## config.mk

```make
export PLATFORM = sky130hd
export DESIGN_NAME = fpst_ram
export DESIGN_NICKNAME = d
export VERILOG_FILES = /design/src/sv/fpst_ram.sv
export SDC_FILE = /design/constraint.sdc
export NUM_CORES = 1
export LEC_CHECK = 0
export ABC_CLOCK_PERIOD_IN_PS = 1850
export BUFFER_PORTS_ARGS = -buffer_cell sky130_fd_sc_hd__buf_2
export CAP_MARGIN = 20
export CORE_AREA = 2 2 102 104
export DETAILED_ROUTE_END_ITERATION = 12
export DIE_AREA = 0 0 104 106
export GPL_TIMING_DRIVEN = 0
export PLACE_DENSITY = 0.73
export SLEW_MARGIN = 20
export SYNTH_ARGS = -nofsm -noshare
export SYNTH_HDL_FRONTEND = slang
export SYNTH_SLANG_ARGS = --single-unit
```

## constraint.sdc

```tcl
create_clock -name clock -period 1.85 [get_ports clock]
set_input_delay 0.4625 -clock clock [delete_from_list [all_inputs] [get_ports clock]]
set_output_delay 0.4625 -clock clock [all_outputs]
set_load 0.005 [all_outputs]
```

## src/sv/fpst_ram.sv

```systemverilog
// Generic single-port-write, single-port-read RAM with registered read data.
`default_nettype none

module fpst_ram #(
   parameter int WIDTH = 8,
   parameter int DEPTH = 16
) (
   input  wire                                      clock,
   input  wire                                      wr_en,
   input  wire [((DEPTH > 1) ? $clog2(DEPTH) : 1)-1:0] wr_addr,
   input  wire [WIDTH-1:0]                          wr_data,
   input  wire                                      rd_en,
   input  wire [((DEPTH > 1) ? $clog2(DEPTH) : 1)-1:0] rd_addr,
   output logic [WIDTH-1:0]                         rd_data
);

   logic [WIDTH-1:0] mem_ff [DEPTH];
   logic [WIDTH-1:0] rd_data_ff;

   // write port
   always_ff @(posedge clock) begin
      if (wr_en) begin
         mem_ff[wr_addr] <= wr_data;
      end
   end

   // registered read port
   always_ff @(posedge clock) begin
      if (rd_en) begin
         rd_data_ff <= mem_ff[rd_addr];
      end
   end

   assign rd_data = rd_data_ff;

endmodule

`default_nettype wire

```

## Yosys cells after proc, flatten, opt, wreduce, memory -nomap -nowiden

Memories as Yosys holds them, arrays and structs flattened. A register that Yosys moved wholly into a read port is not among the register bits.
Cells that the tools add are included.

- Multiplexer cells: 2

Operator list:

| kind | count |
|---|---|
| $mux 1 | 2 |

- Register bits after elaboration: 0
- RAM bits: 128
- Bits of input ports: 19
- Output and inout port bits: 8
- Word-level logic and storage cells: 3
- Memories: 1

Memories:

| memory | depth | bits a word | read ports | clocked after memory_dff | wr ports | RTL line | source |
|---|---|---|---|---|---|---|---|
| mem_ff | 16 | 8 | 1 | 1 | 1 | 17 | `logic [WIDTH-1:0] mem_ff [DEPTH];` |

## Longest topological paths before layout

Gate-level depths: netlist of the first run.

- Depth after elaboration: 2
- Gate-level depth with buffers: 5
- Gate-level depth less buffers: 3

## Worst setup path before layout of the first run

OpenSTA, ideal clock, no wires.

- Path type: input-to-reg
- From: input port wr_addr[2] (netlist name)
- To: memory mem_ff[0][0], enable pin
- Setup time: 0.383 ns
- Arrival: 1.572 ns
- Required time: 1.467 ns
- Path slack: -0.105 ns
- Stages on the path: 2
- Path buffers: 0
- Path through: or3b_2 nor3_1

RTL lines:

| element | RTL line | source |
|---|---|---|
| start: declaration | 10 | `input wire [((DEPTH > 1) ? $clog2(DEPTH) : 1)-1:0] wr_addr,` |
| end: declaration | 17 |  |

No word-level cell before the write port.

## Final worst setup path of the first run

- From: input port wr_addr[2] (netlist name)
- To: memory mem_ff[2][3], enable pin

No word-level cell before the write port.

==> results by group, run 1 <==
Routing
  – Initial drt markers: 289
  – Via Count: about 2,400
  – Drt wl/cell: 22.79 µm
  – Post-Route WL: approximately 9600 µm
  – Final antenna-violating net count: 0
  – Drt drc: 0
  – DRT Pass-1 Iters: 5
  – Routed vias/inst: between 5 and 6

Power and ir drop
  – Leak: around 0.0021 µW
  – Total power: about 7400 µW
  – Peak supply drop: 0.0006771 V
  – Pwr/cell area: 1201 mW/mm²

Timing
  – RSZ-0062 raised after global routing: no
  – Fin. max-slew vios: 0
  – Final setup TNS: 0 ps
  – Relative slew slack: 0.4210
  – Worst-case clock skew: 3.637 ps
  – Fin crit period: 1670 ps
  – Min Hold Slack: a little over 300 ps
  – Final setup fails: 0
  – Crit share post-route: 0.9026
  – Hold Fails Final Rpt: 0
  – Worst setup margin: 180.3 ps
  – F_max: ~600 MHz
  – Worst Tran Pin Value: between 800 and 900 ps

Clock tree
  – Clock-pin slew on the worst setup and hold paths: approximately 60 ps
  – TritonCTS clock tree: built
  – TritonCTS Sinks: between 100 and 150
  – H-tree levels: 4
  – Post-CTS Setup Bufs: 0
  – CTS Buffer Depth: 2
  – CTS Hold Buffers Added: 0
  – Cts bufs inserted: 17
  – Post-CTS resize count: 0
  – Clock latency on the worst-skew pair: 510 ps
  – Root Buffer: clkbuf_8

Worst setup path
  – CP Launch Type: primary input
  – Critical-path maximum fanout: 8
  – Critical R2R Capture: rd_data[7]
  – CP arrival: 1810 ps
  – Crit Reg-Reg Startpoint: mem_ff[7][7]
  – R2R setup slack: 270 ps
  – Worst Setup Path Type: primary input to flip-flop
  – Setup crit end: mem_ff[2][3]
  – CP startpoint: wr_addr[2]
  – CP required: 1990 ps
  – Worst Reg-to-Reg Cells: 3
  – Crit. End Element: flip-flop

Logic synthesis
  – Most common cell in the netlist: edfxtp_1
  – Synth area leaders: edfxtp_1 78%, mux4_2 7.8%, mux4_1 7.0%, a22oi_1 2.3%, nor2_1 0.93%
  – Most frequent cells after synthesis: 136 x edfxtp_1, 18 x mux4_2, 16 x a22oi_1, 14 x mux4_1, 13 x nor2_1
  – Syn Area/Cell: 22.83 µm²
  – Syn Nets: 248
  – Netlist cell types: 18
  – Synth area leader: edfxtp_1
  – Number of synthesized flops with an enable pin: 136
  – Ys Warns: 0
  – FFs w/ async S/R, synth: 0
  – Seq cells post-synth: 136
  – Top FF cell, synth: edfxtp_1
  – Post-synthesis cell area: 0.005228 mm²
  – Seq/Total Area, Yosys: 0.7812
  – Gate Count Post-Synth: 229
  – Top cell type's share of synthesized area: 0.7812

Final layout
  – # diodes: 0
  – Share of cells above drive strength 1: 0.3077
  – Nets: 292
  – Area growth syn-to-layout: 18.38%
  – Final non-filler cell total: 422

Placement
  – Number of port buffers: 25
  – Cells after DPL: 390
  – Dpl hpwl: 6007 µm
  – Routability congestion estimate: 0.6890
  – Pre-CTS setup slack: -325.6 ps

Min path
  – HP Class: primary input to flip-flop

Status
  – Status: complete, no violations

Floorplanning
  – Starting Density: 0.5228
  – Core region area: 0.01000 mm²
  – Number of core rows: 37
  – Die span in y: 106 µm
  – Die area: between 0.01 and 0.015 mm²
  – Die W: 104 µm
  – Top-level I/O count: 27

GRT
  – GRT Util Overall: 0.1903
  – First-pass GRT wire length: 14,460 µm
  – Initial antenna violation count: 0
  – Vias in the first global route: between 2,000 and 2,500
  – Total global routing overflow: 0
  – Largest net degree at the start of global routing: 17

Job
  – Max Cap Violations: 0
## registers in the layout (all words and copies together), names as in the netlist
signal	count
mem_ff	128
rd_data	8
## final cells by class
class                   instances  area, µm²
clock buffers                  17      414.1
fillers                       693       3811
clock inverters                15      231.5
multi-input cells              83       1077
well taps                     136      170.2
repair buffers                 25      125.1
flip-flops and latches        136       4084
plain buffers                  10      86.33
## worst min-delay path by stage
stage                    to  cells past startpoint     startpoint
2_1_floorplan  mem_ff[0][0]                      0     wr_data[0]
3_3_place_gp     rd_data[1]                      3   mem_ff[8][1]
3_5_place_dp     rd_data[1]                      3  mem_ff[10][1]
4_1_cts          rd_data[1]                      1          rd_en
5_1_grt          rd_data[4]                      1          rd_en
6_report         rd_data[1]                      1          rd_en
## report_power, final
part	switching [µW]	internal (µW)	total [µW]
registers	15.0	3470	3490
logic	188	134	322
clock network	1180	2440	3620
total	1380	6050	7430
## cell families after synthesis
| kind of cell | share of synthesized area |
|---|---|
| flip-flops | 0.7812 |
| AO/OA/AOI/OAI | 0.02298 |
| buffers and inverters | 0.01651 |
| multiplexers | 0.1479 |
| AND/OR/NAND/NOR | 0.03136 |
## per-stage QoR
step,area [µm²],util
6_report,6188,0.6189
5_1_grt,6188,0.6189
4_1_cts,6183,0.6184
3_5_place_dp,5538,0.5538
3_3_place_gp,5528,0.5528
2_1_floorplan,5233,-
## placed cells by master, fill, tap and decap left out
master	instances
clkbuf_8	1
clkinv_4	1
a22oi_1	16
nor2_1	13
nand3b_1	2
buf_4	1
nand2_1	9
mux4_2	18
buf_2	28
clkdlybuf4s25_2	3
bufinv_16	6
clkbuf_16	16
nand3_1	1
edfxtp_1	136
nor2b_1	1
buf_6	3
mux4_1	14
clkinv_1	2
clkinvlp_4	2
nand2b_1	2
or3b_2	1
and2_1	1
and2b_1	1
clkinv_2	4
nor3_2	4
## critical path, stage by stage
cell and delay [ps]:
buf_2 120, or3b_2 540, nor2_1 690
## metal layers
| metal | part of all wire | track usage |
|---|---|---|
| met4 | 0.014 | 0.07529 |
| met3 | 0.068 | 0.05150 |
| met1 | 0.42 | 0.2716 |
| met5 | 0 | 0 |
| met2 | 0.49 | 0.2843 |
No activity file was read; power rests on OpenSTA's default activity.
==> run 2: changes to the inputs <==
CORE_AREA = 2 2 106 108   (was 2 2 102 104)
DIE_AREA = 0 0 108 110   (was 0 0 104 106)
MAX_ROUTING_LAYER = met4   (was unset)
PLACE_DENSITY = 0.68   (was 0.73)
==> run 2 against run 1 <==
  * Highest routed layer unchanged
  * Clock skew about the same
  * Total power decreased by 0.11%
  * Design area increased by 0.10%
  * Maximum frequency increased by 1.0%
==> results by group, run 2 (synthesis results as in run 1) <==
Timing
  – Fin. max-slew vios: 0 (unchanged)
  – F_max: 605.2 MHz (was 598.9 MHz)
  – Final setup fails: 0 (unchanged)
  – Fin crit period: 1652 ps (was 1670 ps)
  – Worst-case clock skew: 3.170 ps (was 3.637 ps)
  – RSZ-0062 raised after global routing: no (unchanged)
  – Crit share post-route: 0.8932 (was 0.9026)
  – Min Hold Slack: 289.4 ps (was 305.9 ps)
  – Relative slew slack: 0.4371 (was 0.4210)
  – Hold Fails Final Rpt: 0 (unchanged)
  – Worst Tran Pin Value: 841.3 ps (was 865.3 ps)

Final layout
  – # diodes: 0 (unchanged)
  – Layout fillers: 751 (was 693)
  – Area growth syn-to-layout: 18.50% (was 18.38%)
  – Max reg flops: 128 (unchanged)
  – Commonest non-fill, non-tap cells in the layout: 136 x edfxtp_1, 28 x buf_2, 18 x mux4_2 (unchanged)
  – Design area: 0.006195 mm² (was 0.006188 mm²)
  – Nets: 292 (unchanged)
  – Final design utilization: 0.5791 (was 0.6189)
  – Top reg by flops: mem_ff (unchanged)
  – Commonest non-fill, non-tap cell in the layout: edfxtp_1 (unchanged)
  – Share of cells above drive strength 1: 0.3112 (was 0.3077)

Clock tree
  – Cts bufs inserted: 17 (unchanged)
  – TritonCTS clock tree: built (unchanged)
  – Clock-pin slew on the worst setup and hold paths: 60 ps (about the same)
  – Post-CTS Setup Bufs: 0 (unchanged)
  – H-tree levels: 4 (unchanged)
  – TritonCTS Sinks: 136 (unchanged)
  – Post-CTS resize count: 0 (unchanged)
  – CTS Hold Buffers Added: 0 (unchanged)
  – Clock latency on the worst-skew pair: 510 ps (about the same)
  – CTS Buffer Depth: 2 (unchanged)
  – Root Buffer: clkbuf_8 (unchanged)

GRT
  – Total global routing overflow: 0 (unchanged)
  – Initial antenna violation count: 0 (unchanged)
  – Most Crowded Layer GR: met2 (unchanged)
  – Vias in the first global route: 2,411 (was 2,434)
  – First-pass GRT wire length: 14,380 µm (was 14,460 µm)
  – Largest net degree at the start of global routing: 17 (unchanged)
  – GRT Util Overall: 0.1855 (was 0.1903)
  – Met3 Usage GRT: 0.05291 (was 0.05150)
  – Met1 Usage GRT: 0.2563 (was 0.2716)
  – Global Route met2 Usage: 0.2655 (was 0.2843)

Floorplanning
  – Starting Density: 0.4887 (was 0.5228)
  – Number of core rows: 38 (was 37)
  – Die W: 108 µm (was 104 µm)
  – Die area: 0.01188 mm² (was 0.01102 mm²)
  – Core region area: 0.01070 mm² (was 0.01000 mm²)
  – Die span in y: 110 µm (was 106 µm)
  – Top-level I/O count: 27 (unchanged)

Worst setup path
  – Critical-path maximum fanout: 8 (unchanged)
  – CP required: 1990 ps (about the same)
  – CP arrival: 1790 ps (was 1810 ps)
  – Slowest Stage Delay on Critical Path: 670 ps (was 690 ps)
  – CP cell instances: buf_2, or3b_2, nor2_1 (unchanged)
  – Crit. End Element: flip-flop (unchanged)
  – Buffers and inverters on the worst path: 1 (unchanged)
  – Worst Setup Path Type: primary input to flip-flop (unchanged)
  – Crit-path slowest cell: nor2_1 (unchanged)
  – CP top delay family: simple AND/OR/NAND/NOR gates (unchanged)
  – CP Launch Type: primary input (unchanged)

Routing
  – Initial drt markers: 137 (was 289)
  – Routed vias/inst: 5.638 (was 5.699)
  – Post-Route WL: 9648 µm (was 9616 µm)
  – Final antenna-violating net count: 0 (unchanged)
  – Drt wl/cell: 22.65 µm (was 22.79 µm)
  – Drt drc: 0 (unchanged)
  – Via Count: 2,402 (was 2,405)
  – DRT Pass-1 Iters: 5 (unchanged)

Status
  – Status: complete, no violations (unchanged)

Power and ir drop
  – Leak: 0.002073 µW (was 0.002071 µW)
  – Pwr/cell area: 1198 mW/mm² (was 1201 mW/mm²)
  – Total power: 7422 µW (was 7430 µW)
  – Peak supply drop: 0.0005908 V (was 0.0006771 V)

Placement
  – Routability congestion estimate: 0.7304 (was 0.6890)
  – DP Area: 0.005548 mm² (was 0.005538 mm²)
  – Number of port buffers: 25 (unchanged)
  – Dpl hpwl: 6070 µm (was 6007 µm)

Min path
  – HP Class: primary input to flip-flop (unchanged)

Job
  – Max Cap Violations: 0 (unchanged)
## run 2: cell count changes in the layout (fill, tap and decap cells not counted), sizes merged
| cell | previous run | this run |
|---|---|---|
| clkbuf | 17 | 18 |
| clkinv | 7 | 6 |
## run 2: final cells by class
type,count,area [µm²],share of cell area
Timing Repair Buffer,25,125.1,0.02020
Multi-Input combinational cell,83,1077,0.1739
Clock inverter,14,229.0,0.03696
Sequential cell,136,4084,0.6593
Buffer,10,86.33,0.01394
Clock buffer,18,417.9,0.06746
Tap cell,140,175.2,0.02828
## run 2: metrics by stage
| step | cells | TNS, ps | setup WS (ps) |
|---|---|---|---|
| floorplan | 229 | 0 | 105.1 |
| CTS | 426 | 0 | 200.7 |
| global route | 426 | 0 | 145.6 |
| global placement | 394 | -18150 | -404.2 |
| finish | 426 | 0 | 197.5 |
| detailed placement | 394 | -12400 | -351.4 |
## run 2: where the power goes
part / internal [µW] / switching [µW] / leakage, µW
sequential: 3470 / 14.9 / 0.00124
combinational: 134 / 190 / 0.000523
clock: 2450 / 1160 / 0.000314
## run 2: final timing paths
path,from,endpoint,slack (ps),depth (start not counted)
worst max-delay path,wr_addr[2],mem_ff[2][1],200,3
worst min-delay path,rd_en,rd_data[2],290,1
worst max register to register,mem_ff[6][3],rd_data[3],270,3
worst min register to register,mem_ff[8][2],rd_data[2],770,3
## run 2: metal layers
layer | share of wire | wire (µm) | vias to the layer above
met5 | 0 | 0 | -
met4 | 0.017 | 165 | 0
met3 | 0.067 | 648 | 9
met2 | 0.48 | 4587 | 94
met1 | 0.44 | 4245 | 1228
li1 | - | - | 1071
